===== config.mk =====
export PLATFORM = sky130hd
export DESIGN_NAME = vtyp_front
export DESIGN_NICKNAME = d
export VERILOG_FILES = /design/src/rtl/vector_to_yaw_pitch_core_defines.svh /design/src/rtl/vtyp_pkg.sv /design/src/rtl/vtyp_front.sv
export SDC_FILE = /design/constraint.sdc
export NUM_CORES = 1
export LEC_CHECK = 0
export BUFFER_PORTS_ARGS = -buffer_cell sky130_fd_sc_hd__buf_2
export CORE_AREA = 2 2 229 231
export DETAILED_ROUTE_END_ITERATION = 12
export DIE_AREA = 0 0 231 233
export HOLD_SLACK_MARGIN = 0.05
export PLACE_DENSITY = 0.48
export SLEW_MARGIN = 20
export SYNTH_ARGS = -nofsm -noshare
export SYNTH_HDL_FRONTEND = slang
export SYNTH_SLANG_ARGS = --single-unit

===== constraint.sdc =====
create_clock -name clk -period 2.25 [get_ports clk]
set_clock_uncertainty 0.05 [all_clocks]
set_input_delay 0.225 -clock clk [delete_from_list [all_inputs] [get_ports clk]]
set_output_delay 0.225 -clock clk [all_outputs]
set_load 0.01 [all_outputs]

===== src/rtl/vector_to_yaw_pitch_core_defines.svh =====
// ----------------------------------------------------------------------------
// Assertion macros for the yaw/pitch core
// Shared property shorthands, clocked on clk and disabled while rst_n is low.
// ----------------------------------------------------------------------------
`ifndef VECTOR_TO_YAW_PITCH_CORE_DEFINES_SVH
`define VECTOR_TO_YAW_PITCH_CORE_DEFINES_SVH

// Same-cycle implication.
`define VTYP_ASSERT_NOW(lbl, ante, cons, msg) \
  lbl: assert property (@(posedge clk) disable iff (!rst_n) (ante) |-> (cons)) \
    else $error(msg);

// Next-cycle implication.
`define VTYP_ASSERT_NEXT(lbl, ante, cons, msg) \
  lbl: assert property (@(posedge clk) disable iff (!rst_n) (ante) |=> (cons)) \
    else $error(msg);

`endif


===== src/rtl/vtyp_pkg.sv =====
// ----------------------------------------------------------------------------
// vtyp_pkg
// Constants, angle table, sideband types and rounding helper for the core.
// ----------------------------------------------------------------------------
package vtyp_pkg;

  localparam int CORDIC_STAGES_DEF = 16;
  localparam int COORD_WIDTH_DEF   = 24;

  // Datapath carries this many bits above the coordinate width.
  localparam int GUARD_BITS = 20;
  localparam int FRAC_BITS  = 16;

  // Angle accumulator in 1/32768 degree.
  localparam int ANGLE_W   = 25;
  localparam int YAW_W     = 16;
  localparam int PITCH_W   = 15;
  localparam int OUT_W     = 32;

  localparam int GAIN_Q16     = 107922;
  localparam int DEG90_ACC    = 2949120;
  localparam int YAW_LIMIT    = 23039;
  localparam int QUARTER_TURN = 11520;

  localparam int TABLE_LEN = 24;

  // atan(2^-i) in 1/32768 degree.
  localparam int ATAN_TAB [TABLE_LEN] = '{
    1474560, 870484, 459940, 233473, 117189, 58652, 29333, 14667,
    7334, 3667, 1833, 917, 458, 229, 115, 57,
    29, 14, 7, 4, 2, 1, 0, 0
  };

  typedef enum logic [2:0] {
    YK_CORDIC,
    YK_ZERO,
    YK_NEG_LIMIT,
    YK_NEG_90,
    YK_POS_90
  } yaw_kind_t;

  typedef enum logic [1:0] {
    PK_CORDIC,
    PK_ZERO,
    PK_POS_90,
    PK_NEG_90
  } pitch_kind_t;

  typedef struct packed {
    yaw_kind_t   ykind;
    pitch_kind_t pkind;
    logic        degen;
  } flags_t;

  typedef struct packed {
    logic signed [YAW_W-1:0] yaw;
    pitch_kind_t             pkind;
    logic                    degen;
  } pitch_side_t;

  // Round to 1/128 degree (half up) and clamp symmetrically.
  function automatic logic signed [ANGLE_W-1:0] round_clamp(
    input logic signed [ANGLE_W-1:0] z,
    input int                        lim
  );
    logic signed [ANGLE_W-1:0] half;
    logic signed [ANGLE_W-1:0] r;
    logic signed [ANGLE_W-1:0] lim_s;
    half  = ANGLE_W'(128);
    lim_s = ANGLE_W'(lim);
    r     = (z + half) >>> 8;
    if (r > lim_s) begin
      r = lim_s;
    end else if (r < -lim_s) begin
      r = -lim_s;
    end
    return r;
  endfunction

endpackage


===== src/rtl/vtyp_front.sv =====
// ----------------------------------------------------------------------------
// vtyp_front
// Point difference, special-case sorting and quadrant pre-rotation.
// ----------------------------------------------------------------------------
module vtyp_front #(
  parameter int COORD_WIDTH = 24
) (
  input  logic                                clk,
  input  logic                                rst_n,
  input  logic                                en,
  input  logic                                in_valid,
  input  logic signed [COORD_WIDTH-1:0]       from_x,
  input  logic signed [COORD_WIDTH-1:0]       from_y,
  input  logic signed [COORD_WIDTH-1:0]       from_z,
  input  logic signed [COORD_WIDTH-1:0]       to_x,
  input  logic signed [COORD_WIDTH-1:0]       to_y,
  input  logic signed [COORD_WIDTH-1:0]       to_z,
  output logic                                out_valid,
  output logic signed [COORD_WIDTH+vtyp_pkg::GUARD_BITS-1:0] out_x,
  output logic signed [COORD_WIDTH+vtyp_pkg::GUARD_BITS-1:0] out_y,
  output logic signed [vtyp_pkg::ANGLE_W-1:0] out_z,
  output logic signed [COORD_WIDTH:0]         out_dz,
  output vtyp_pkg::flags_t                    out_flags
);
  import vtyp_pkg::*;

  localparam int DXW = COORD_WIDTH + 1;
  localparam int DW  = COORD_WIDTH + GUARD_BITS;

  // Stage one: differences.
  logic                  s1_valid_r;
  logic signed [DXW-1:0] dx_r, dy_r, dz_r;

  always_ff @(posedge clk) begin
    if (!rst_n) begin
      s1_valid_r <= 1'b0;
    end else if (en) begin
      s1_valid_r <= in_valid;
    end
  end

  always_ff @(posedge clk) begin
    if (en) begin
      dx_r <= DXW'(to_x) - DXW'(from_x);
      dy_r <= DXW'(to_y) - DXW'(from_y);
      dz_r <= DXW'(to_z) - DXW'(from_z);
    end
  end

  // Stage two: pre-rotation into the right half plane.
  logic                      s2_valid_r;
  logic signed [DW-1:0]      x_r, x_nxt;
  logic signed [DW-1:0]      y_r, y_nxt;
  logic signed [ANGLE_W-1:0] z_r, z_nxt;
  logic signed [DXW-1:0]     dz2_r;
  flags_t                    flags_r, flags_nxt;
  logic signed [DW-1:0]      dxw, dyw;
  logic                      dx_zero, dy_zero, dz_zero, dx_pos;

  always_comb begin
    dxw     = DW'(dx_r);
    dyw     = DW'(dy_r);
    dx_zero = (dx_r == '0);
    dy_zero = (dy_r == '0);
    dz_zero = (dz_r == '0);
    dx_pos  = !dx_r[DXW-1] && !dx_zero;

    // The vector handed to CORDIC is (-dx, -dy); when -dx is negative it
    // is turned by a quarter turn toward the positive x axis first.
    if (dx_pos) begin
      if (dy_r[DXW-1] || dy_zero) begin
        x_nxt = (-dyw) <<< FRAC_BITS;
        y_nxt = dxw <<< FRAC_BITS;
        z_nxt = ANGLE_W'(DEG90_ACC);
      end else begin
        x_nxt = dyw <<< FRAC_BITS;
        y_nxt = (-dxw) <<< FRAC_BITS;
        z_nxt = ANGLE_W'(-DEG90_ACC);
      end
    end else begin
      x_nxt = (-dxw) <<< FRAC_BITS;
      y_nxt = (-dyw) <<< FRAC_BITS;
      z_nxt = '0;
    end

    flags_nxt.degen = 1'b0;
    if (dx_zero && dy_zero) begin
      flags_nxt.ykind = YK_ZERO;
      if (dz_zero) begin
        flags_nxt.pkind = PK_ZERO;
        flags_nxt.degen = 1'b1;
      end else if (dz_r[DXW-1]) begin
        flags_nxt.pkind = PK_NEG_90;
      end else begin
        flags_nxt.pkind = PK_POS_90;
      end
    end else begin
      if (dy_zero) begin
        flags_nxt.ykind = dx_r[DXW-1] ? YK_ZERO : YK_NEG_LIMIT;
      end else if (dx_zero) begin
        flags_nxt.ykind = dy_r[DXW-1] ? YK_POS_90 : YK_NEG_90;
      end else begin
        flags_nxt.ykind = YK_CORDIC;
      end
      flags_nxt.pkind = dz_zero ? PK_ZERO : PK_CORDIC;
    end
  end

  always_ff @(posedge clk) begin
    if (!rst_n) begin
      s2_valid_r <= 1'b0;
    end else if (en) begin
      s2_valid_r <= s1_valid_r;
    end
  end

  always_ff @(posedge clk) begin
    if (en) begin
      x_r     <= x_nxt;
      y_r     <= y_nxt;
      z_r     <= z_nxt;
      dz2_r   <= dz_r;
      flags_r <= flags_nxt;
    end
  end

  assign out_valid = s2_valid_r;
  assign out_x     = x_r;
  assign out_y     = y_r;
  assign out_z     = z_r;
  assign out_dz    = dz2_r;
  assign out_flags = flags_r;

endmodule


==> results of run 1 <==
==> final cells by class <==
class	instances	share of cell area, %
Clock inverter	14	0.930
Inverter	103	2.40
Timing Repair Buffer	497	20.5
Tap cell	680	5.02
Sequential cell	167	29.5
Timing Repair inverter	2	0.103
Clock buffer	18	2.53
Multi-Input combinational cell	915	39.1
==> critical path, delay by kind of cell (launching register included) <==
family / cells / cell delay [ns]
AOI/OAI and AO/OA: 2 / 0.20
buffers and inverters: 1 / 0.18
DFF: 1 / 0.39
and+or+nand+nor: 4 / 1.42
==> state kept, by name (all words and copies together) (netlist names) <==
name and cells:
out_dz 25, out_y 28, out_flags 6, s1_valid_r 1, dy_r 25, out_z 3, out_x 28, out_valid 1
dz_r 25, dx_r 25
==> power breakdown <==
part,internal (mW),switching [mW]
clock network,1.73,1.24
registers,4.05,0.326
logic,1.88,2.02
==> cell usage in the layout, fill, tap and decap left out, types with 7 or more instances in the layout <==
| cell type | n |
|---|---|
| buf_2 | 243 |
| buf_4 | 216 |
| edfxtp_1 | 165 |
| inv_1 | 99 |
| a21oi_1 | 95 |
| xnor2_1 | 89 |
| nand2_1 | 87 |
| nor2_1 | 86 |
| ha_1 | 73 |
| conb_1 | 49 |
| xor2_1 | 45 |
| o21ai_0 | 35 |
| a21o_1 | 23 |
| nor2_2 | 21 |
| nor3_1 | 20 |
| nand3_1 | 19 |
| clkbuf_16 | 19 |
| a21oi_2 | 18 |
| buf_6 | 17 |
| nor2_4 | 14 |
| nand4_1 | 13 |
| nand2b_1 | 13 |
| buf_12 | 12 |
| nor2b_1 | 11 |
| nand2_2 | 11 |
| o211ai_1 | 10 |
| o21ai_1 | 9 |
| o21a_1 | 8 |
| o21bai_1 | 8 |
| nor4_1 | 8 |
| or3_1 | 8 |
| nor4_4 | 7 |
| xnor2_2 | 7 |
==> stage by stage <==
step / hold WS [ns] / worst slack (ns)
floorplan: 0.287 / -0.153
global placement: 0.381 / -0.401
detailed placement: 0.386 / -0.351
CTS: 0.0842 / -0.223
global route: 0.0910 / -0.331
finish: 0.106 / -0.252
==> how the worst max path moves through the flow <==
stage,cells after the start,startpoint,endpoint
after floorplan,10,dx_r[19],out_y[41]
after global placement,9,dy_r[0],out_x[29]
after detailed placement,10,from_y[0],dy_r[24]
after CTS,6,dy_r[8],out_x[39]
after global routing,7,dy_r[8],out_x[41]
final,7,dy_r[8],out_x[43]
==> cells by family after synthesis <==
logic type,after synthesis
DFF,167
xor gates and xnor gates,145
and+or+nand+nor,366
AOI/OAI and AO/OA,269
muxes,9
other,1
buffers and inverters,193
adders and majority gates,77
==> timing repair <==
item	CTS	global route
cloned	7	2
buffers inserted	18	13
hold buffers	2	0
gates resized for setup	107	84
pin swaps	50	26
hold endpoints to repair	2	0
setup endpoints to repair	61	60
==> layer usage <==
metal / share of wire (%) / track usage, %
met4: 2.7 / 4.74
met1: 46 / 17.2
met5: 0 / 0
met3: 3.4 / 1.85
met2: 48 / 22.4
==> key figures, run 1 <==
Yosys
  • Post-Syn Area per Cell: 9.57 µm²
  • Compound-Gate Fraction of Synth Area: 14.0%
  • Post-synthesis cell area: 11700 µm²
  • Most frequent cell after synthesis: edfxtp_1
  • Commonest cells in the netlist: edfxtp_1 (165), nor2_1 (121), a21oi_1 (115), nand2_1 (103), inv_1 (101)
  • Synth Area in XOR/XNOR: 10.8%
  • Largest cells by area after synthesis: edfxtp_1 (42%), ha_1 (7.9%), xnor2_1 (7.2%), a21oi_1 (4.9%), nor2_1 (3.9%)
  • Ys async rst share: 0%
  • Top FF cell, synth: edfxtp_1
  • Adder-cell share of the synthesized area: 8.40%
  • Cell taking the most area after synthesis: edfxtp_1
  • Largest family of logic cells by synthesized area: simple AND/OR/NAND/NOR gates
  • Sequential fraction of the synthesis area: 42.6%
  • Synth cell types: 74
  • Synth warn: 0
  • Post-synth top area share: 42.2%
  • Synth Area in Simple Gates: 15.0%
  • Gate count after technology mapping: 1227
  • EDFF count, synth: 165
  • Post-synthesis register bit count: 167
  • Post-synthesis mux area share: 0.789%

Cells and area
  • Antenna Cells: 0
  • Finished Core Util: 33.2%
  • Fin nets: 1928
  • Fillers: 5297
  • Area of the multi-input gates: 6630 µm²
  • Non-Filler Instances: 2396
  • Fin area: 17000 µm²
  • Share of layout cells above drive strength 1: 38.2%
  • Syn-to-layout area delta: 44.5%
  • Reg area: 4990 µm²

Die
  • Effective utilization at floorplan: 23.0%
  • Die Ht: 233 µm
  • Die area: 53800 µm²
  • Die extent in x: 231 µm
  • Row cnt: 83
  • Number of I/O pins: 293
  • Core area: 51100 µm²

STA
  • Final Hold Fails: 0
  • TNS Setup: -7.67 ns
  • Max-slew violations: 0
  • Unrepaired setup endpoints after global routing: yes
  • Final worst path period need: 2.50 ns
  • Setup ws final: -0.252 ns
  • Slew @ Worst Pin: 0.551 ns
  • FMAX: 400 MHz
  • Final cycle utilization of the critical path: 111%
  • Worst slew margin: 63.0%
  • Setup-failing EPs final: 52

Critical path
  • R2R Setup Slk: -0.25 ns
  • Worst reg2reg endpoint: out_x[43]
  • Worst r2r path cells: 7
  • Worst Path Required: 2.40 ns
  • Crit. End Element: flop
  • Largest fanout on the critical path: 4
  • Kind of critical path: reg -> reg
  • CP arrival: 2.65 ns
  • Worst setup SP type: flop
  • Critical Path Most Common Cell: or4_4
  • Worst path max stage delay: 0.58 ns
  • FF-to-FF Start: dy_r[8]
  • Cells along the critical path: or4_4 -> or4_4 -> nor3_4 -> buf_4 -> a2111oi_4 -> a21oi_2 -> nor2_1
  • Crit-path slowest cell: or4_4

Global routing
  • Initial antenna violation count: 0
  • Overall routing resource usage: 13.2%
  • Global-route wire length before repair: 54800 µm
  • Vias in the first global route: 10.1k
  • Total grt overflow: 0
  • Largest net degree at the start of global routing: 44

Min path
  • HP Class: in -> reg
  • Hold Crit Start: en
  • WHS Path Cells: 1
  • WHS Endpoint: out_dz[2]

Power and ir drop
  • P per Cell Area: 663 nW/µm²
  • Worst VDD drop: 0.424 mV
  • Power after layout: 11.3 mW
  • Leakage: 7.50 nW

Placement
  • Gpl congestion: 0.859
  • Placed cell count: 2327
  • Final HPWL DP: 29200 µm
  • Placement Cell Area: 15200 µm²
  • I/O Buffers: 244

CTS
  • Reg clk slew, reported paths: 0.06 ns
  • CTS tree: built
  • Clock sink total: 167
  • Cts bufs inserted: 17
  • Clock Path Buffers: 2
  • Depth of the CTS H-tree: 4
  • Clk root buf: clkbuf_16
  • Clk_lat worst skew: 0.44 ns

Run status
  • Status: complete, but fails checks
  • Failing checks: setup timing

Detailed routing
  • Via count: 10.3k
  • 1st-iter DRT viols: 487
  • Final wirelength: 36600 µm
  • Wire per inst: 15.3 µm
  • Vias per Instance: 4.31
  • First drt pass iteration count: 5
  • Antenna Nets Post-Route: 0
  • Remaining DRCs: 0

Flow run
  • Maxcap violations: 0
(Power assumes the default switching activity.)
==> run 2: changes to the inputs <==
--- a/config.mk
+++ b/config.mk
@@ -10,7 +10,7 @@
 export DETAILED_ROUTE_END_ITERATION = 12
 export DIE_AREA = 0 0 231 233
 export HOLD_SLACK_MARGIN = 0.05
-export PLACE_DENSITY = 0.48
+export PLACE_DENSITY = 0.47
 export SLEW_MARGIN = 20
 export SYNTH_ARGS = -nofsm -noshare
 export SYNTH_HDL_FRONTEND = slang
==> constraint.sdc (replaced) <==
create_clock -name clk -period 2.88 [get_ports clk]
set_clock_uncertainty 0.05 [all_clocks]
set_input_delay 0.288 -clock clk [delete_from_list [all_inputs] [get_ports clk]]
set_output_delay 0.288 -clock clk [all_outputs]
set_load 0.01 [all_outputs]
==> run 2 against run 1 <==
Compared with the run above: combinational power fell by 45%; non-clock buffer count fell by 214; register-to-register slack improved by 0.42 ns; the flow now finishes without violations.
==> key figures, run 2 (synthesis results as in run 1) <==
CTS
  • Cts bufs inserted: 17
  • Clock Path Buffers: 2
  • CTS tree: built
  • Depth of the CTS H-tree: 4
  • Post-CTS setup buffer count: 0
  • Clock sink total: 167
  • Reg clk slew, reported paths: 0.07 ns
  • Clk root buf: clkbuf_16
  • Clk_lat worst skew: 0.44 ns

STA
  • Final Hold Fails: 0
  • Worst slew margin: 53.5%
  • Final worst path period need: 2.71 ns
  • Setup-failing EPs final: 0
  • Hold slack: 0.221 ns
  • Setup ws final: 0.172 ns
  • TNS Setup: 0 ns
  • FMAX: 369 MHz
  • Unrepaired setup endpoints after global routing: no
  • Slew @ Worst Pin: 0.698 ns
  • Max-slew violations: 0
  • Final cycle utilization of the critical path: 94.0%

Critical path
  • Worst setup SP type: flop
  • Top delay family on crit path: simple AND/OR/NAND/NOR gates
  • Worst Path Required: 3.03 ns
  • Crit-path slowest cell: or3b_2
  • Largest fanout on the critical path: 32
  • Crit. End Element: flop
  • Worst path max stage delay: 0.48 ns
  • Cells along the critical path: inv_1 -> ha_1 -> or3b_2 -> nor3_1 -> a31o_2 -> inv_4 -> nor2_1 -> xor2_1 -> mux2_2
  • Buf/Inv on CP: 2
  • CP arrival: 2.86 ns
  • Kind of critical path: reg -> reg

Cells and area
  • Commonest non-fill, non-tap cell in the layout: buf_2
  • Share of layout cells above drive strength 1: 22.0%
  • Fin nets: 1712
  • Syn-to-layout area delta: 22.0%
  • Fillers: 5521
  • Most frequent cells in the layout: buf_2 (243), edfxtp_1 (165), nor2_1 (121)
  • Fin area: 14300 µm²
  • Antenna Cells: 0
  • Finished Core Util: 28.0%

Global routing
  • Largest net degree at the start of global routing: 67
  • Total grt overflow: 0
  • Global-route wire length before repair: 51700 µm
  • Initial antenna violation count: 0
  • Overall routing resource usage: 12.5%
  • Vias in the first global route: 9120

Detailed routing
  • Antenna Nets Post-Route: 0
  • Wire per inst: 15.7 µm
  • First drt pass iteration count: 5
  • Remaining DRCs: 0
  • Vias per Instance: 4.33
  • 1st-iter DRT viols: 459
  • Via count: 9444
  • Final wirelength: 34200 µm

Run status
  • Status: complete, no violations

Die
  • Row cnt: 83
  • Effective utilization at floorplan: 23.0%
  • Die area: 53800 µm²
  • Core area: 51100 µm²
  • Number of I/O pins: 293
  • Die Ht: 233 µm
  • Die extent in x: 231 µm

Placement
  • Gpl congestion: 0.871
  • I/O Buffers: 244
  • Place WS: 0.0908 ns
  • Final HPWL DP: 27500 µm
  • Placement Cell Area: 13700 µm²

Power and ir drop
  • Leakage: 6.14 nW
  • P per Cell Area: 558 nW/µm²
  • Worst VDD drop: 0.388 mV

Flow run
  • Maxcap violations: 0

Min path
  • HP Class: in -> reg
## run 2: cell types whose count changed in the layout (fill, tap and decap cells not counted), moves of 7 or more
cell     previous run  this run
buf_4             216        35
nor2_1             86       121
nor2_2             21         0
a21oi_1            95       115
a21oi_2            18         1
buf_6              17         1
nand2_1            87       103
o21ai_0            35        50
nor2_4             14         0
nand2_2            11         0
buf_12             12         2
o21ai_1             9         0
xnor2_1            89        96
xnor2_2             7         0
## run 2: final timing paths
path	start	end	slack, ns	cells past startpoint
worst max-delay path	dy_r[0]	out_x[29]	0.17	9
worst min-delay path	from_x[0]	dx_r[0]	0.22	3
worst max register to register	dy_r[0]	out_x[29]	0.17	9
worst min register to register	dz_r[6]	out_dz[6]	0.40	0
## run 2: report_power, final
group          internal [mW]  switching [mW]
Combinational          0.925            1.21
Clock                   1.35           0.991
Sequential              3.17           0.338
## run 2: per-layer routing
metal,track usage [%],wire (µm),up-vias
met2,20.2,15800,231
met4,4.17,632,0
met1,17.3,16700,4442
met3,1.57,1110,25
li1,-,-,4746
met5,0,0,-
## run 2: cell type report
| type | instances | area [µm²] | area share [%] |
|---|---|---|---|
| Clock inverter | 13 | 156 | 1.09 |
| Sequential cell | 167 | 4990 | 34.9 |
| Clock buffer | 18 | 429 | 3.00 |
| Inverter | 103 | 392 | 2.74 |
| Timing Repair Buffer | 283 | 1550 | 10.8 |
| Multi-Input combinational cell | 915 | 5950 | 41.5 |
| Tap cell | 680 | 851 | 5.94 |
## run 2: timing repair
action,4_1_cts,5_1_grt
hold buffers,2,0
endpoints found under the setup margin,0,20
hold endpoints to repair,2,0
gates resized for setup,0,3
## run 2: worst register-to-register path: stages (launching register included)
cell and delay, ns:
edfxtp_1 0.44, inv_1 0.10, ha_1 0.22, or3b_2 0.48, nor3_1 0.23, a31o_2 0.25
inv_4 0.16, nor2_1 0.20, xor2_1 0.08, mux2_2 0.26
## run 2: stage by stage
step | cells | power [mW]
after floorplan | 1275 | 4.86
after global placement | 2146 | 5.70
after detailed placement | 2146 | 5.71
after CTS | 2179 | 8.11
after global routing | 2179 | 8.46
final | 2179 | 7.99
==> run 3: changes to the inputs <==
--- a/config.mk
+++ b/config.mk
@@ -5,12 +5,12 @@
 export SDC_FILE = /design/constraint.sdc
 export NUM_CORES = 1
 export LEC_CHECK = 0
-export BUFFER_PORTS_ARGS = -buffer_cell sky130_fd_sc_hd__buf_2
 export CORE_AREA = 2 2 229 231
 export DETAILED_ROUTE_END_ITERATION = 12
 export DIE_AREA = 0 0 231 233
+export DONT_BUFFER_PORTS = 1
 export HOLD_SLACK_MARGIN = 0.05
-export PLACE_DENSITY = 0.47
+export PLACE_DENSITY = 0.42
 export SLEW_MARGIN = 20
 export SYNTH_ARGS = -nofsm -noshare
 export SYNTH_HDL_FRONTEND = slang
==> run 3 against run 2 <==
Compared with the run above: the run now ends with hold timing left; first-iteration DRC count up 22%; sequential cell count stayed put; fmax increased by 1.1%; clock-buffer cell count grew 2; die area unchanged; total power decreased by 5.7%.
==> key figures, run 3 (synthesis results as in run 1) <==
CTS
  • Post-CTS setup buffer count: 0
  • Cts bufs inserted: 17
  • Clk root buf: clkbuf_16
  • CTS tree: built
  • CTS Hold Bufs: 4
  • Clock sink total: 167
  • Clock Path Buffers: 2
  • Clk_lat worst skew: 0.45 ns
  • Depth of the CTS H-tree: 4
  • Reg clk slew, reported paths: 0.07 ns

Detailed routing
  • Vias per Instance: 4.44
  • Via count: 8572
  • Remaining DRCs: 0
  • Antenna Nets Post-Route: 0
  • Wire per inst: 17.7 µm
  • First drt pass iteration count: 5
  • Final wirelength: 34100 µm
  • 1st-iter DRT viols: 560

Global routing
  • Overall routing resource usage: 12.6%
  • Largest net degree at the start of global routing: 168
  • Vias in the first global route: 8234
  • Total grt overflow: 0
  • Global-route wire length before repair: 51100 µm
  • Initial antenna violation count: 0

Cells and area
  • Share of layout cells above drive strength 1: 6.08%
  • Commonest non-fill, non-tap cell in the layout: edfxtp_1
  • Fin nets: 1462
  • Fillers: 5510
  • Most frequent cells in the layout: edfxtp_1 (165), nor2_1 (121), a21oi_1 (115)
  • Antenna Cells: 0
  • Finished Core Util: 25.4%
  • Syn-to-layout area delta: 10.7%
  • Fin area: 13000 µm²

Critical path
  • CP arrival: 2.82 ns
  • Largest fanout on the critical path: 6
  • Crit. End Element: flop
  • Worst Path Required: 3.02 ns
  • Worst setup SP type: flop
  • R2R Setup Slk: 0.20 ns
  • Kind of critical path: reg -> reg

Power and ir drop
  • Worst VDD drop: 0.316 mV
  • Leakage: 5.12 nW
  • P per Cell Area: 580 nW/µm²

Die
  • Die area: 53800 µm²
  • Die Ht: 233 µm
  • Number of I/O pins: 293
  • Effective utilization at floorplan: 23.0%
  • Core area: 51100 µm²
  • Row cnt: 83
  • Die extent in x: 231 µm

STA
  • TNS Setup: 0 ns
  • FMAX: 373 MHz
  • Final worst path period need: 2.68 ns
  • Final Hold Fails: 13
  • Hold slack: -0.0925 ns
  • Slew @ Worst Pin: 0.551 ns
  • Setup ws final: 0.201 ns
  • Unrepaired setup endpoints after global routing: no
  • Worst slew margin: 62.9%
  • Setup-failing EPs final: 0
  • Max-slew violations: 0
  • Final cycle utilization of the critical path: 93.0%

Placement
  • Place WS: 0.0598 ns
  • Final HPWL DP: 26900 µm
  • I/O Buffers: 0
  • Placement Cell Area: 12400 µm²
  • Gpl congestion: 0.800

Run status
  • Status: complete, but fails checks
  • Failing checks: hold timing

Flow run
  • Maxcap violations: 0

Min path
  • HP Class: in -> reg
## run 3: cell types whose count changed in the layout (fill, tap and decap cells not counted), moves of 2 or more
cell	previous run	this run
clkbuf_1	1	3
clkinvlp_4	3	0
bufinv_16	3	1
dlygate4sd3_1	2	4
clkinv_2	2	5
buf_4	35	27
buf_2	243	0
## run 3: where the power goes
part | internal (mW) | switching, mW | leakage [nW]
Combinational | 0.744 | 0.991 | 3.22
Clock | 1.17 | 0.991 | 0.260
Sequential | 3.17 | 0.463 | 1.64
Total | 5.09 | 2.45 | 5.12
## run 3: final cells by class
| type | instances | area, µm² | share of cell area [%] |
|---|---|---|---|
| Clock inverter | 11 | 83.8 | 0.645 |
| Timing Repair Buffer | 33 | 283 | 2.18 |
| Tap cell | 680 | 851 | 6.55 |
| Inverter | 103 | 392 | 3.01 |
| Sequential cell | 167 | 4990 | 38.4 |
| Multi-Input combinational cell | 915 | 5950 | 45.8 |
| Clock buffer | 20 | 437 | 3.36 |
## run 3: timing repair
| action | in CTS | in global routing |
|---|---|---|
| endpoints found under the hold margin | 167 | 165 |
| resized for setup | 0 | 4 |
| endpoints found under the setup margin | 0 | 9 |
## run 3: per-layer routing
layer / track usage (%) / part of all wire, % / routed length, µm / up-vias
met5: 0 / 0 / 0 / -
met4: 4.33 / 1.9 / 663 / 0
met3: 2.14 / 3.7 / 1250 / 31
met2: 19.5 / 46 / 15600 / 230
met1: 17.6 / 49 / 16600 / 4070
li1: - / - / - / 4241
## run 3: final timing paths
kind | startpoint | to | cells past startpoint
worst min register to register | dz_r[10] | out_dz[10] | 0
worst max-delay path | dy_r[11] | out_x[38] | 6
worst max register to register | dy_r[11] | out_x[38] | 6
worst min-delay path | en | dz_r[3] | 0
## run 3: metrics by stage
| stage | power, mW | instances |
|---|---|---|
| after floorplan | 4.86 | 1275 |
| after global placement | 5.44 | 1894 |
| after detailed placement | 5.45 | 1894 |
| after CTS | 7.66 | 1929 |
| after global routing | 7.98 | 1929 |
| final | 7.54 | 1929 |
## run 3: critical path, stage by stage (launching register included)
cell	delay [ns]
edfxtp_1	0.48
or3_1	0.49
or4_4	0.64
nor3_1	0.39
nor2_1	0.11
xnor2_1	0.15
mux2i_1	0.11
